### src/sv/sva_pkg.sv
package sva_pkg;

  localparam int DEF_NUM_VOICES = 8;
  localparam int DEF_NUM_TAILS = 4;
  localparam int DEF_FADE_LEN = 64;
  localparam int DEF_PAD_COUNT = 16;

  localparam int CMD_W = 3;
  localparam int PAD_W = 4;
  localparam int RATE_W = 18;
  localparam int FRAME_W = 24;
  localparam int SPEED_W = 16;
  localparam int SLOT_W = 3;
  localparam int FRAMES_W = 11;
  localparam int VOICE_OUT_W = 3;
  localparam int TSLOT_OUT_W = 2;
  localparam int COUNT_W = 32;

  localparam int CFG_IDX_W = 2;
  localparam int CFG_DATA_W = 18;

  localparam logic [SPEED_W-1:0] MIN_SPEED_RST = 16'd1024;
  localparam logic [SPEED_W-1:0] MAX_SPEED_RST = 16'd16384;
  localparam logic [RATE_W-1:0] OUTPUT_RATE_RST = 18'd48000;

  typedef enum logic [CMD_W-1:0] {
    CMD_TRIGGER   = 3'd0,
    CMD_SET_SPEED = 3'd1,
    CMD_STOP_PAD  = 3'd2,
    CMD_STOP_ALL  = 3'd3,
    CMD_QUERY     = 3'd4,
    CMD_VOICE_END = 3'd5,
    CMD_TAIL_END  = 3'd6,
    CMD_TICK      = 3'd7
  } cmd_e;

  typedef enum logic [CFG_IDX_W-1:0] {
    REG_MIN_SPEED   = 2'd0,
    REG_MAX_SPEED   = 2'd1,
    REG_OUTPUT_RATE = 2'd2
  } reg_e;

  typedef struct packed {
    logic load;
    logic check;
    logic tscan;
    logic vscan;
    logic commit;
  } ctl_t;

  typedef struct packed {
    logic tail_last;
    logic voice_last;
  } status_t;

endpackage

### src/sv/sva_in_if.sv
interface sva_in_if;
  logic                          valid;
  logic                          ready;
  logic [sva_pkg::CMD_W-1:0]     cmd;
  logic [sva_pkg::PAD_W-1:0]     pad;
  logic                          sample_valid;
  logic [sva_pkg::RATE_W-1:0]    source_rate;
  logic [sva_pkg::FRAME_W-1:0]   start_frame;
  logic [sva_pkg::FRAME_W-1:0]   end_frame;
  logic [sva_pkg::FRAME_W-1:0]   frame_total;
  logic [sva_pkg::SPEED_W-1:0]   user_speed;
  logic [sva_pkg::SLOT_W-1:0]    slot;
  logic [sva_pkg::FRAMES_W-1:0]  frames;

  modport source (
    output valid, cmd, pad, sample_valid, source_rate, start_frame, end_frame,
           frame_total, user_speed, slot, frames,
    input  ready
  );
  modport sink (
    input  valid, cmd, pad, sample_valid, source_rate, start_frame, end_frame,
           frame_total, user_speed, slot, frames,
    output ready
  );
endinterface

### src/sv/sva_out_if.sv
interface sva_out_if;
  logic                              valid;
  logic                              ready;
  logic                              accepted;
  logic [sva_pkg::VOICE_OUT_W-1:0]   voice;
  logic                              stolen;
  logic [sva_pkg::TSLOT_OUT_W-1:0]   tail_slot;
  logic                              tail_used;
  logic                              tail_dropped;
  logic                              pad_playing;

  modport source (
    output valid, accepted, voice, stolen, tail_slot, tail_used, tail_dropped,
           pad_playing,
    input  ready
  );
  modport sink (
    input  valid, accepted, voice, stolen, tail_slot, tail_used, tail_dropped,
           pad_playing,
    output ready
  );
endinterface

### src/sv/sva_cfg_if.sv
interface sva_cfg_if;
  logic                             valid;
  logic                             ready;
  logic [sva_pkg::CFG_IDX_W-1:0]    index;
  logic [sva_pkg::CFG_DATA_W-1:0]   data;

  modport source (output valid, index, data, input ready);
  modport sink (input valid, index, data, output ready);
endinterface

### src/sv/sampler_voice_allocator_unit.sv
// A request is registered, checked, run through the tail scan and voice scan, which
// visit one slot per cycle, and committed; a new request is taken only when idle again.
// The result register lets the next request start while a result waits.
// Reset is synchronous and active high: all voices and tails free, registers at defaults.
module sampler_voice_allocator_unit #(
  parameter int NUM_VOICES = sva_pkg::DEF_NUM_VOICES,
  parameter int NUM_TAILS  = sva_pkg::DEF_NUM_TAILS,
  parameter int FADE_LEN   = sva_pkg::DEF_FADE_LEN,
  parameter int PAD_COUNT  = sva_pkg::DEF_PAD_COUNT
) (
  input logic       clk,
  input logic       rst,
  sva_in_if.sink    items,
  sva_out_if.source results,
  sva_cfg_if.sink   cfg
);

  sva_pkg::ctl_t    ctl;
  sva_pkg::status_t st;

  assign cfg.ready = 1'b1;

  sva_ctrl u_ctrl (
    .clk       (clk),
    .rst       (rst),
    .in_valid  (items.valid),
    .in_ready  (items.ready),
    .out_valid (results.valid),
    .out_ready (results.ready),
    .ctl       (ctl),
    .st        (st)
  );

  sva_datapath #(
    .NUM_VOICES (NUM_VOICES),
    .NUM_TAILS  (NUM_TAILS),
    .FADE_LEN   (FADE_LEN),
    .PAD_COUNT  (PAD_COUNT)
  ) u_datapath (
    .clk              (clk),
    .rst              (rst),
    .ctl              (ctl),
    .st               (st),
    .cfg_we           (cfg.valid),
    .cfg_index        (cfg.index),
    .cfg_data         (cfg.data),
    .cmd              (items.cmd),
    .pad              (items.pad),
    .sample_valid     (items.sample_valid),
    .source_rate      (items.source_rate),
    .start_frame      (items.start_frame),
    .end_frame        (items.end_frame),
    .frame_total      (items.frame_total),
    .user_speed       (items.user_speed),
    .slot             (items.slot),
    .frames           (items.frames),
    .res_accepted     (results.accepted),
    .res_voice        (results.voice),
    .res_stolen       (results.stolen),
    .res_tail_slot    (results.tail_slot),
    .res_tail_used    (results.tail_used),
    .res_tail_dropped (results.tail_dropped),
    .res_pad_playing  (results.pad_playing)
  );

endmodule

### src/sv/sva_ctrl.sv
module sva_ctrl (
  input  logic              clk,
  input  logic              rst,
  input  logic              in_valid,
  output logic              in_ready,
  output logic              out_valid,
  input  logic              out_ready,
  output sva_pkg::ctl_t     ctl,
  input  sva_pkg::status_t  st
);

  typedef enum logic [2:0] {
    IDLE,
    CHECK,
    TSCAN,
    VSCAN,
    COMMIT
  } state_t;

  state_t state;

  always_comb begin
    in_ready   = (state == IDLE);
    ctl.load   = (state == IDLE) && in_valid;
    ctl.check  = (state == CHECK);
    ctl.tscan  = (state == TSCAN);
    ctl.vscan  = (state == VSCAN);
    ctl.commit = (state == COMMIT) && (!out_valid || out_ready);
  end

  always_ff @(posedge clk) begin
    if (rst) begin
      state     <= IDLE;
      out_valid <= 1'b0;
    end else begin
      if (ctl.commit) begin
        out_valid <= 1'b1;
      end else if (out_ready) begin
        out_valid <= 1'b0;
      end
      case (state)
        IDLE: begin
          if (in_valid) begin
            state <= CHECK;
          end
        end
        CHECK: begin
          state <= TSCAN;
        end
        TSCAN: begin
          if (st.tail_last) begin
            state <= VSCAN;
          end
        end
        VSCAN: begin
          if (st.voice_last) begin
            state <= COMMIT;
          end
        end
        COMMIT: begin
          if (!out_valid || out_ready) begin
            state <= IDLE;
          end
        end
        default: begin
          state <= IDLE;
        end
      endcase
    end
  end

`ifndef NO_ASSERTIONS
  a_tail_to_voice: assert property (@(posedge clk) disable iff (rst)
    (state == TSCAN) && st.tail_last |=> (state == VSCAN))
    else $error("tail scan did not hand over to voice scan");
`endif

endmodule

### src/sv/sva_datapath.sv
module sva_datapath #(
  parameter int NUM_VOICES = sva_pkg::DEF_NUM_VOICES,
  parameter int NUM_TAILS  = sva_pkg::DEF_NUM_TAILS,
  parameter int FADE_LEN   = sva_pkg::DEF_FADE_LEN,
  parameter int PAD_COUNT  = sva_pkg::DEF_PAD_COUNT
) (
  input  logic                               clk,
  input  logic                               rst,
  input  sva_pkg::ctl_t                      ctl,
  output sva_pkg::status_t                   st,
  input  logic                               cfg_we,
  input  logic [sva_pkg::CFG_IDX_W-1:0]      cfg_index,
  input  logic [sva_pkg::CFG_DATA_W-1:0]     cfg_data,
  input  logic [sva_pkg::CMD_W-1:0]          cmd,
  input  logic [sva_pkg::PAD_W-1:0]          pad,
  input  logic                               sample_valid,
  input  logic [sva_pkg::RATE_W-1:0]         source_rate,
  input  logic [sva_pkg::FRAME_W-1:0]        start_frame,
  input  logic [sva_pkg::FRAME_W-1:0]        end_frame,
  input  logic [sva_pkg::FRAME_W-1:0]        frame_total,
  input  logic [sva_pkg::SPEED_W-1:0]        user_speed,
  input  logic [sva_pkg::SLOT_W-1:0]         slot,
  input  logic [sva_pkg::FRAMES_W-1:0]       frames,
  output logic                               res_accepted,
  output logic [sva_pkg::VOICE_OUT_W-1:0]    res_voice,
  output logic                               res_stolen,
  output logic [sva_pkg::TSLOT_OUT_W-1:0]    res_tail_slot,
  output logic                               res_tail_used,
  output logic                               res_tail_dropped,
  output logic                               res_pad_playing
);

  localparam int VW = (NUM_VOICES > 1) ? $clog2(NUM_VOICES) : 1;
  localparam int TW = (NUM_TAILS > 1) ? $clog2(NUM_TAILS) : 1;
  localparam int FW = $clog2(FADE_LEN + 1);
  localparam int AW = ((FW > sva_pkg::FRAMES_W) ? FW : sva_pkg::FRAMES_W) + 1;
  localparam int CW = sva_pkg::COUNT_W;
  localparam logic [FW-1:0] FADE_FULL = FW'(FADE_LEN);

  function automatic logic [FW-1:0] advance(input logic [FW-1:0] f,
                                            input logic [sva_pkg::FRAMES_W-1:0] n);
    logic [AW-1:0] rem;
    logic [AW-1:0] step;
    rem  = (AW'(f) < AW'(FADE_LEN)) ? (AW'(FADE_LEN) - AW'(f)) : '0;
    step = (AW'(n) < rem) ? AW'(n) : rem;
    return FW'(AW'(f) + step);
  endfunction

  // Configuration registers.
  logic [sva_pkg::SPEED_W-1:0] min_speed;
  logic [sva_pkg::SPEED_W-1:0] max_speed;
  logic [sva_pkg::RATE_W-1:0]  output_rate;

  // Registered request.
  sva_pkg::cmd_e                 cmd_q;
  logic [sva_pkg::PAD_W-1:0]     pad_q;
  logic                          svalid_q;
  logic [sva_pkg::RATE_W-1:0]    srate_q;
  logic [sva_pkg::FRAME_W-1:0]   sframe_q;
  logic [sva_pkg::FRAME_W-1:0]   eframe_q;
  logic [sva_pkg::FRAME_W-1:0]   total_q;
  logic [sva_pkg::SPEED_W-1:0]   speed_q;
  logic [sva_pkg::SLOT_W-1:0]    slot_q;
  logic [sva_pkg::FRAMES_W-1:0]  frames_q;
  logic                          trig_ok;
  logic                          spd_ok;

  // Voice and tail state.
  logic [NUM_VOICES-1:0]         voice_busy;
  logic [sva_pkg::PAD_W-1:0]     voice_pad   [NUM_VOICES];
  logic [CW-1:0]                 voice_age   [NUM_VOICES];
  logic [FW-1:0]                 voice_fade  [NUM_VOICES];
  logic [NUM_TAILS-1:0]          tail_active;
  logic [sva_pkg::PAD_W-1:0]     tail_out_pad [NUM_TAILS];
  logic [sva_pkg::PAD_W-1:0]     tail_in_pad  [NUM_TAILS];
  logic [FW-1:0]                 tail_fade    [NUM_TAILS];
  logic [CW-1:0]                 tail_serial  [NUM_TAILS];
  logic [CW-1:0]                 age_count;
  logic [CW-1:0]                 serial_count;

  // Scan counters and scan results.
  logic [TW-1:0]                 tidx;
  logic [VW-1:0]                 vidx;
  logic                          t_free_found;
  logic [TW-1:0]                 t_free_idx;
  logic [TW-1:0]                 t_min_idx;
  logic [CW-1:0]                 t_min_serial;
  logic                          v_match_found;
  logic [VW-1:0]                 v_match_idx;
  logic                          v_free_found;
  logic [VW-1:0]                 v_free_idx;
  logic [VW-1:0]                 v_old_idx;
  logic [CW-1:0]                 v_old_age;
  logic [sva_pkg::PAD_W-1:0]     v_old_pad;
  logic                          playing;

  logic                          spd_ok_c;
  logic                          trig_ok_c;
  logic                          t_hit;
  logic                          t_slot_hit;
  logic                          t_eff_active;
  logic [FW-1:0]                 t_adv;
  logic                          v_match;
  logic                          v_slot_hit;
  logic                          v_freed;
  logic [FW-1:0]                 v_adv;
  logic                          do_trig;
  logic                          stolen_c;
  logic                          spd_acc;
  logic [VW-1:0]                 v_sel;
  logic [TW-1:0]                 t_sel;

  always_comb begin
    spd_ok_c  = (speed_q != '0) && (speed_q >= min_speed) && (speed_q <= max_speed) &&
                (32'(pad_q) < PAD_COUNT);
    trig_ok_c = spd_ok_c && svalid_q && (sframe_q < eframe_q) && (eframe_q <= total_q) &&
                (output_rate != '0) && (srate_q != '0);

    st.tail_last  = (tidx == TW'(NUM_TAILS - 1));
    st.voice_last = (vidx == VW'(NUM_VOICES - 1));

    t_hit        = tail_active[tidx] &&
                   ((tail_out_pad[tidx] == pad_q) || (tail_in_pad[tidx] == pad_q));
    t_slot_hit   = (32'(slot_q) == 32'(tidx));
    t_eff_active = tail_active[tidx] && !(trig_ok && t_hit);
    t_adv        = advance(tail_fade[tidx], frames_q);

    v_match    = voice_busy[vidx] && (voice_pad[vidx] == pad_q);
    v_slot_hit = (32'(slot_q) == 32'(vidx));
    v_adv      = advance(voice_fade[vidx], frames_q);
    case (cmd_q)
      sva_pkg::CMD_STOP_PAD:  v_freed = v_match;
      sva_pkg::CMD_STOP_ALL:  v_freed = 1'b1;
      sva_pkg::CMD_VOICE_END: v_freed = v_slot_hit;
      default:                v_freed = 1'b0;
    endcase

    do_trig  = (cmd_q == sva_pkg::CMD_TRIGGER) && trig_ok;
    stolen_c = !v_match_found && !v_free_found;
    spd_acc  = (cmd_q == sva_pkg::CMD_SET_SPEED) && spd_ok && v_match_found;
    v_sel    = v_match_found ? v_match_idx : (v_free_found ? v_free_idx : v_old_idx);
    t_sel    = t_free_found ? t_free_idx : t_min_idx;
  end

  always_ff @(posedge clk) begin
    if (rst) begin
      min_speed    <= sva_pkg::MIN_SPEED_RST;
      max_speed    <= sva_pkg::MAX_SPEED_RST;
      output_rate  <= sva_pkg::OUTPUT_RATE_RST;
      voice_busy   <= '0;
      tail_active  <= '0;
      age_count    <= '0;
      serial_count <= '0;
      tidx         <= '0;
      vidx         <= '0;
    end else begin
      if (cfg_we) begin
        case (cfg_index)
          sva_pkg::REG_MIN_SPEED:   min_speed   <= cfg_data[sva_pkg::SPEED_W-1:0];
          sva_pkg::REG_MAX_SPEED:   max_speed   <= cfg_data[sva_pkg::SPEED_W-1:0];
          sva_pkg::REG_OUTPUT_RATE: output_rate <= cfg_data[sva_pkg::RATE_W-1:0];
          default: ;
        endcase
      end

      if (ctl.load) begin
        cmd_q    <= sva_pkg::cmd_e'(cmd);
        pad_q    <= pad;
        svalid_q <= sample_valid;
        srate_q  <= source_rate;
        sframe_q <= start_frame;
        eframe_q <= end_frame;
        total_q  <= frame_total;
        speed_q  <= user_speed;
        slot_q   <= slot;
        frames_q <= frames;
      end

      if (ctl.check) begin
        trig_ok       <= trig_ok_c;
        spd_ok        <= spd_ok_c;
        tidx          <= '0;
        vidx          <= '0;
        t_free_found  <= 1'b0;
        v_match_found <= 1'b0;
        v_free_found  <= 1'b0;
        playing       <= 1'b0;
      end

      if (ctl.tscan) begin
        case (cmd_q)
          sva_pkg::CMD_TRIGGER: begin
            if (trig_ok && t_hit) begin
              tail_active[tidx] <= 1'b0;
              tail_fade[tidx]   <= FADE_FULL;
            end
          end
          sva_pkg::CMD_STOP_PAD: begin
            if (t_hit) begin
              tail_active[tidx] <= 1'b0;
              tail_fade[tidx]   <= FADE_FULL;
            end
          end
          sva_pkg::CMD_STOP_ALL: begin
            tail_active[tidx] <= 1'b0;
            tail_fade[tidx]   <= FADE_FULL;
          end
          sva_pkg::CMD_TAIL_END: begin
            if (t_slot_hit) begin
              tail_active[tidx] <= 1'b0;
            end
          end
          sva_pkg::CMD_TICK: begin
            if ((frames_q != '0) && tail_active[tidx]) begin
              tail_fade[tidx] <= t_adv;
              if (t_adv >= FADE_FULL) begin
                tail_active[tidx] <= 1'b0;
              end
            end
          end
          default: ;
        endcase
        if (!t_eff_active && !t_free_found) begin
          t_free_found <= 1'b1;
          t_free_idx   <= tidx;
        end
        if ((tidx == '0) || (tail_serial[tidx] < t_min_serial)) begin
          t_min_idx    <= tidx;
          t_min_serial <= tail_serial[tidx];
        end
        tidx <= st.tail_last ? '0 : tidx + 1'b1;
      end

      if (ctl.vscan) begin
        case (cmd_q)
          sva_pkg::CMD_STOP_PAD: begin
            if (v_match) begin
              voice_busy[vidx] <= 1'b0;
              voice_fade[vidx] <= FADE_FULL;
            end
          end
          sva_pkg::CMD_STOP_ALL: begin
            voice_busy[vidx] <= 1'b0;
            voice_fade[vidx] <= FADE_FULL;
          end
          sva_pkg::CMD_VOICE_END: begin
            if (v_slot_hit) begin
              voice_busy[vidx] <= 1'b0;
            end
          end
          sva_pkg::CMD_TICK: begin
            if ((frames_q != '0) && voice_busy[vidx]) begin
              voice_fade[vidx] <= v_adv;
            end
          end
          default: ;
        endcase
        if (v_match && !v_match_found) begin
          v_match_found <= 1'b1;
          v_match_idx   <= vidx;
        end
        if (!voice_busy[vidx] && !v_free_found) begin
          v_free_found <= 1'b1;
          v_free_idx   <= vidx;
        end
        if ((vidx == '0) || (voice_age[vidx] < v_old_age)) begin
          v_old_idx <= vidx;
          v_old_age <= voice_age[vidx];
          v_old_pad <= voice_pad[vidx];
        end
        playing <= playing | (v_match && !v_freed);
        vidx <= st.voice_last ? '0 : vidx + 1'b1;
      end

      if (ctl.commit) begin
        if (do_trig) begin
          voice_busy[v_sel] <= 1'b1;
          voice_pad[v_sel]  <= pad_q;
          voice_age[v_sel]  <= age_count;
          voice_fade[v_sel] <= stolen_c ? '0 : FADE_FULL;
          age_count         <= age_count + 1'b1;
          if (stolen_c) begin
            tail_active[t_sel]  <= 1'b1;
            tail_out_pad[t_sel] <= v_old_pad;
            tail_in_pad[t_sel]  <= pad_q;
            tail_fade[t_sel]    <= '0;
            tail_serial[t_sel]  <= serial_count;
            serial_count        <= serial_count + 1'b1;
          end
        end
        res_accepted     <= do_trig || spd_acc;
        res_voice        <= do_trig ? sva_pkg::VOICE_OUT_W'(v_sel) :
                            (spd_acc ? sva_pkg::VOICE_OUT_W'(v_match_idx) : '0);
        res_stolen       <= do_trig && stolen_c;
        res_tail_slot    <= (do_trig && stolen_c) ? sva_pkg::TSLOT_OUT_W'(t_sel) : '0;
        res_tail_used    <= do_trig && stolen_c;
        res_tail_dropped <= do_trig && stolen_c && !t_free_found;
        res_pad_playing  <= do_trig || playing;
      end
    end
  end

`ifndef NO_ASSERTIONS
  a_steal_only_full: assert property (@(posedge clk) disable iff (rst)
    ctl.commit && do_trig && stolen_c |-> ($countones(voice_busy) == NUM_VOICES))
    else $error("voice stolen while a voice was free");
  a_trigger_plays: assert property (@(posedge clk) disable iff (rst)
    ctl.commit && do_trig |=> res_pad_playing && voice_busy[$past(v_sel)])
    else $error("accepted trigger left its voice idle");
  a_tail_taken: assert property (@(posedge clk) disable iff (rst)
    ctl.commit && do_trig && stolen_c |=> tail_active[$past(t_sel)] && res_tail_used)
    else $error("stolen voice did not occupy a tail slot");
`endif

endmodule
### src/flat_wrapper.sv
// flat-port wrapper written by rule: the top's interface ports become plain ports
module sampler_voice_allocator_unit_flat 
#(
  parameter int NUM_VOICES = sva_pkg::DEF_NUM_VOICES,
  parameter int NUM_TAILS  = sva_pkg::DEF_NUM_TAILS,
  parameter int FADE_LEN   = sva_pkg::DEF_FADE_LEN,
  parameter int PAD_COUNT  = sva_pkg::DEF_PAD_COUNT
)
  (clk, rst, items_valid, items_cmd, items_pad, items_sample_valid, items_source_rate, items_start_frame, items_end_frame, items_frame_total, items_user_speed, items_slot, items_frames, items_ready, results_valid, results_accepted, results_voice, results_stolen, results_tail_slot, results_tail_used, results_tail_dropped, results_pad_playing, results_ready, cfg_valid, cfg_index, cfg_data, cfg_ready);
  sva_in_if items_i ();
  sva_out_if results_i ();
  sva_cfg_if cfg_i ();
  input logic clk;
  input logic rst;
  input wire logic [$bits(items_i.valid)-1:0] items_valid;
  input wire logic [$bits(items_i.cmd)-1:0] items_cmd;
  input wire logic [$bits(items_i.pad)-1:0] items_pad;
  input wire logic [$bits(items_i.sample_valid)-1:0] items_sample_valid;
  input wire logic [$bits(items_i.source_rate)-1:0] items_source_rate;
  input wire logic [$bits(items_i.start_frame)-1:0] items_start_frame;
  input wire logic [$bits(items_i.end_frame)-1:0] items_end_frame;
  input wire logic [$bits(items_i.frame_total)-1:0] items_frame_total;
  input wire logic [$bits(items_i.user_speed)-1:0] items_user_speed;
  input wire logic [$bits(items_i.slot)-1:0] items_slot;
  input wire logic [$bits(items_i.frames)-1:0] items_frames;
  output wire logic [$bits(items_i.ready)-1:0] items_ready;
  output wire logic [$bits(results_i.valid)-1:0] results_valid;
  output wire logic [$bits(results_i.accepted)-1:0] results_accepted;
  output wire logic [$bits(results_i.voice)-1:0] results_voice;
  output wire logic [$bits(results_i.stolen)-1:0] results_stolen;
  output wire logic [$bits(results_i.tail_slot)-1:0] results_tail_slot;
  output wire logic [$bits(results_i.tail_used)-1:0] results_tail_used;
  output wire logic [$bits(results_i.tail_dropped)-1:0] results_tail_dropped;
  output wire logic [$bits(results_i.pad_playing)-1:0] results_pad_playing;
  input wire logic [$bits(results_i.ready)-1:0] results_ready;
  input wire logic [$bits(cfg_i.valid)-1:0] cfg_valid;
  input wire logic [$bits(cfg_i.index)-1:0] cfg_index;
  input wire logic [$bits(cfg_i.data)-1:0] cfg_data;
  output wire logic [$bits(cfg_i.ready)-1:0] cfg_ready;
  assign items_i.valid = items_valid;
  assign items_i.cmd = items_cmd;
  assign items_i.pad = items_pad;
  assign items_i.sample_valid = items_sample_valid;
  assign items_i.source_rate = items_source_rate;
  assign items_i.start_frame = items_start_frame;
  assign items_i.end_frame = items_end_frame;
  assign items_i.frame_total = items_frame_total;
  assign items_i.user_speed = items_user_speed;
  assign items_i.slot = items_slot;
  assign items_i.frames = items_frames;
  assign items_ready = items_i.ready;
  assign results_valid = results_i.valid;
  assign results_accepted = results_i.accepted;
  assign results_voice = results_i.voice;
  assign results_stolen = results_i.stolen;
  assign results_tail_slot = results_i.tail_slot;
  assign results_tail_used = results_i.tail_used;
  assign results_tail_dropped = results_i.tail_dropped;
  assign results_pad_playing = results_i.pad_playing;
  assign results_i.ready = results_ready;
  assign cfg_i.valid = cfg_valid;
  assign cfg_i.index = cfg_index;
  assign cfg_i.data = cfg_data;
  assign cfg_ready = cfg_i.ready;
  sampler_voice_allocator_unit #(.NUM_VOICES(NUM_VOICES), .NUM_TAILS(NUM_TAILS), .FADE_LEN(FADE_LEN), .PAD_COUNT(PAD_COUNT)) u_core (.clk(clk), .rst(rst), .items(items_i), .results(results_i), .cfg(cfg_i));
endmodule
### config.mk
export PLATFORM = sky130hd
export DESIGN_NAME = sampler_voice_allocator_unit_flat
export DESIGN_NICKNAME = d
export VERILOG_FILES = /design/src/sv/sva_pkg.sv /design/src/sv/sva_in_if.sv /design/src/sv/sva_out_if.sv /design/src/sv/sva_cfg_if.sv /design/src/sv/sampler_voice_allocator_unit.sv /design/src/sv/sva_ctrl.sv /design/src/sv/sva_datapath.sv /design/src/flat_wrapper.sv
export SDC_FILE = /design/constraint.sdc
export NUM_CORES = 1
export LEC_CHECK = 0
export BUFFER_PORTS_ARGS = -buffer_cell sky130_fd_sc_hd__clkbuf_2
export CORE_MARGIN = 2
export CORE_UTILIZATION = 50
export DETAILED_ROUTE_END_ITERATION = 10
export PLACE_DENSITY = 0.69
export SLEW_MARGIN = 20
export SYNTH_ARGS = -nofsm -noshare
export SYNTH_HDL_FRONTEND = slang
export SYNTH_SLANG_ARGS = --single-unit
### constraint.sdc
create_clock -name clk -period 8.3 [get_ports clk]
set_clock_uncertainty 0.05 [all_clocks]
set_input_delay 1.66 -clock clk [delete_from_list [all_inputs] [get_ports clk]]
set_output_delay 1.66 -clock clk [all_outputs]
set_load 0.005 [all_outputs]
==> impl_metrics.env <==
export IMPL_status="finished clean"
export IMPL_power_density_nw_per_um2=217
export IMPL_grt_overflow_total=0
export IMPL_busiest_layer="met2"
export IMPL_grtUsageMet3_pct=3.56
export IMPL_start_kind="register"
export IMPL_diodes=0
export IMPL_worst_slew_pin_slew_ns=0.996
export IMPL_drt_total_wl_um=69500
export IMPL_clk_pin_slew_worst_paths_ns=0.06
export IMPL_die_area_um2=72800
export IMPL_synthCells=2357
export IMPL_grt_pass1_wl_um=111000
export IMPL_yosysWarnings=0
export IMPL_fin_tns_setup_ns=0
export IMPL_drtIter0Drc=1501
export IMPL_hold_buffers=0
export IMPL_dieWidth_um=270
export IMPL_crit_arrival_ns=6.78
export IMPL_start_util_pct=50.5
export IMPL_hold_path_depth=2
export IMPL_avgSynthCellArea_um2=15.0
export IMPL_synth_ff_type="edfxtp_1"
export IMPL_ys_types=70
export IMPL_min_path_type="reg -> reg"
export IMPL_drv_cap=0
export IMPL_antenna_found_initial=1
export IMPL_core_area_um2=70000
export IMPL_hpwl_um=43900
export IMPL_finish_net_count=2872
export IMPL_yosys_register_bits=840
export IMPL_cts_buffer_depth=3
export IMPL_clkSinkCount=840
export IMPL_clock_root_buffer="clkbuf_16"
export IMPL_fillers=5457
export IMPL_post_cts_resized=0
export IMPL_num_vias=19800
export IMPL_reg2regPathDepth=22
export IMPL_htree_levels=3
export IMPL_maxSlewHeadroom_pct=33.6
export IMPL_power_w=0.00871
export IMPL_max_freq_mhz=157
export IMPL_first_global_vias=20500
export IMPL_setup_slack_ns=1.95
export IMPL_dieHeight_um=270
export IMPL_r2r_setup_slack_ns=1.95
export IMPL_insertion_delay_ns=0.63
export IMPL_dp_slack_ns=1.97
export IMPL_final_setup_viol_count=0
export IMPL_routedWlPerCell_um=19.5
export IMPL_slew_violations=0
export IMPL_stdcell_count=3564
export IMPL_viasPerCell=5.56
export IMPL_dp_cells=3409
export IMPL_pin_count=166
export IMPL_dr_pass1_iters=5
export IMPL_grtUsageTotal_pct=19.2
export IMPL_critPathMaxFanout=22
export IMPL_synthArstFlopShare_pct=0
export IMPL_cts_tree="built"
export IMPL_use_met1_pct=25.5
export IMPL_drive_gt1_share_pct=19.4
export IMPL_synth_enable_flop_cells=700
export IMPL_cp_end_kind="register"
export IMPL_final_hold_viol_count=0
export IMPL_ir_drop_uv=205
export IMPL_multiInputGateArea_um2=10700
export IMPL_period_needed_ns=6.35
export IMPL_grt_max_degree=84
export IMPL_path_class="reg -> reg"
export IMPL_final_util_pct=57.2
export IMPL_seq_area_um2=23800
export IMPL_rsz0062_at_grt="no"
export IMPL_synthesis_area_um2=35300
export IMPL_cts_buffers=83
export IMPL_holdPathEnd="u_core.u_datapath.max_speed[1]"
export IMPL_port_buffers=164
export IMPL_row_count=97
export IMPL_hold_start="u_core.u_datapath.max_speed[1]"
export IMPL_fin_crit_sh_pct=76.5
export IMPL_syn2layout_area_growth_pct=13.5
export IMPL_p_leak_nw=14.9
export IMPL_worstPathRequired_ns=8.73
export IMPL_ys_seq_area_share_pct=67.4
export IMPL_ant_nets=0
export IMPL_gp_congestion=0.829
export IMPL_use_met2_pct=32.5
export IMPL_drcViolationCount=0
export IMPL_r2r_end="u_core.u_datapath.tail_active[3]"
export IMPL_cts_setup_buffers=0
-- synth_stat cells (39+ instances only) --
| cell | count | area share (%) |
|---|---|---|
| nor2_1 | 152 | 1.6 |
| a21oi_1 | 129 | 1.8 |
| inv_1 | 169 | 1.8 |
| nand2_1 | 165 | 1.8 |
| edfxtp_1 | 700 | 59 |
| ha_1 | 164 | 5.8 |
| o21ai_0 | 60 | 0.85 |
| xor2_1 | 49 | 1.2 |
| a21o_1 | 39 | 0.83 |
| clkbuf_1 | 54 | 0.57 |
| mux4_2 | 121 | 7.7 |
| dfxtp_1 | 140 | 7.9 |
-- worst max-delay path by stage --
stage,end,startpoint,cells after the start
after CTS,u_core.u_datapath.tail_active[3],register,22
after global placement,u_core.u_datapath.tail_active[3],register,22
after global routing,u_core.u_datapath.tail_active[3],register,22
after detailed placement,u_core.u_datapath.tail_active[3],register,22
after floorplan,u_core.u_datapath.tail_fade[2][0],results_ready,7
final,u_core.u_datapath.tail_active[3],register,22
-- per-stage QoR --
stage	area (um2)	hold WS, ns
4_1_cts	40100	0.409
2_1_floorplan	35300	0.381
5_1_grt	40100	0.421
3_5_place_dp	37300	0.400
6_report	40100	0.405
3_3_place_gp	37300	0.386
-- cell usage in the layout, fill, tap and decap left out, drive strengths merged, types with 62 or more instances in the layout --
cell,n
edfxtp,700
clkbuf,278
inv,173
nand2,166
ha,164
nor2,152
dfxtp,140
a21oi,129
mux4,121
o21ai,62
-- logic make-up (layout without fill, tap and decap cells) --
kind of cell	after synthesis	count (layout)	synth area share [%]
xor gates and xnor gates	73	73	1.81
muxes	174	174	9.35
other	1	2	0.0106
adders and majority gates	165	165	5.86
and+or+nand+nor	560	560	7.78
DFF	840	840	67.4
AOI/OAI and AO/OA	299	299	5.10
buffers and inverters	245	511	2.65
-- state kept, by name (all words and copies together) (netlist names), 16 cells and up, named ones only --
| name | cells |
|---|---|
| u_core.u_datapath.age_count | 32 |
| u_core.u_datapath.eframe_q | 24 |
| u_core.u_datapath.max_speed | 16 |
| u_core.u_datapath.min_speed | 16 |
| u_core.u_datapath.output_rate | 18 |
| u_core.u_datapath.serial_count | 32 |
| u_core.u_datapath.sframe_q | 24 |
| u_core.u_datapath.speed_q | 16 |
| u_core.u_datapath.srate_q | 18 |
| u_core.u_datapath.t_min_serial | 32 |
| u_core.u_datapath.tail_fade | 28 |
| u_core.u_datapath.tail_in_pad | 16 |
| u_core.u_datapath.tail_out_pad | 16 |
| u_core.u_datapath.tail_serial | 128 |
| u_core.u_datapath.total_q | 24 |
| u_core.u_datapath.v_old_age | 32 |
| u_core.u_datapath.voice_age | 256 |
| u_core.u_datapath.voice_pad | 32 |
-- worst max-delay path, cell delays in order, from the launching register on --
cell and delay [ns]:
dfxtp_2 0.73, mux4_2 0.47, inv_1 0.08, ha_1 0.15, nor2b_1 0.25, nor2b_1 0.19
xnor2_1 0.13, nand2b_1 0.10, ha_1 0.19, a21o_1 0.18, a21o_1 0.17, a2111oi_1 0.61
o31ai_4 0.27, mux2_2 0.34, ha_1 0.21, fa_1 0.43, a211oi_1 0.33, o21bai_1 0.12
a21oi_1 0.26, xor2_1 0.31, xnor2_1 0.20, nor2_1 0.08, o311ai_0 0.35
-- layer usage --
layer  share of wire [%]  wire length [um]
met1                  43             29700
met2                  49             34200
met3                 6.1              4240
met4                 2.0              1360
met5               0.023                16
-- where the power goes --
part,total (W),switching (W),internal [W]
clock,0.00374,0.00155,0.00220
combinational,0.000332,0.000186,0.000145
sequential,0.00464,0.0000481,0.00459
-- area by class of cell --
type                            count  share of cell area (%)
Sequential cell                   840                    59.5
Inverter                          169                    1.58
Tap cell                          940                    2.93
Multi-Input combinational cell   1273                    26.6
Clock buffer                      115                    5.92
Timing Repair Buffer              187                    2.48
Clock inverter                     40                   0.983
Power figures use the tool's default switching activity.
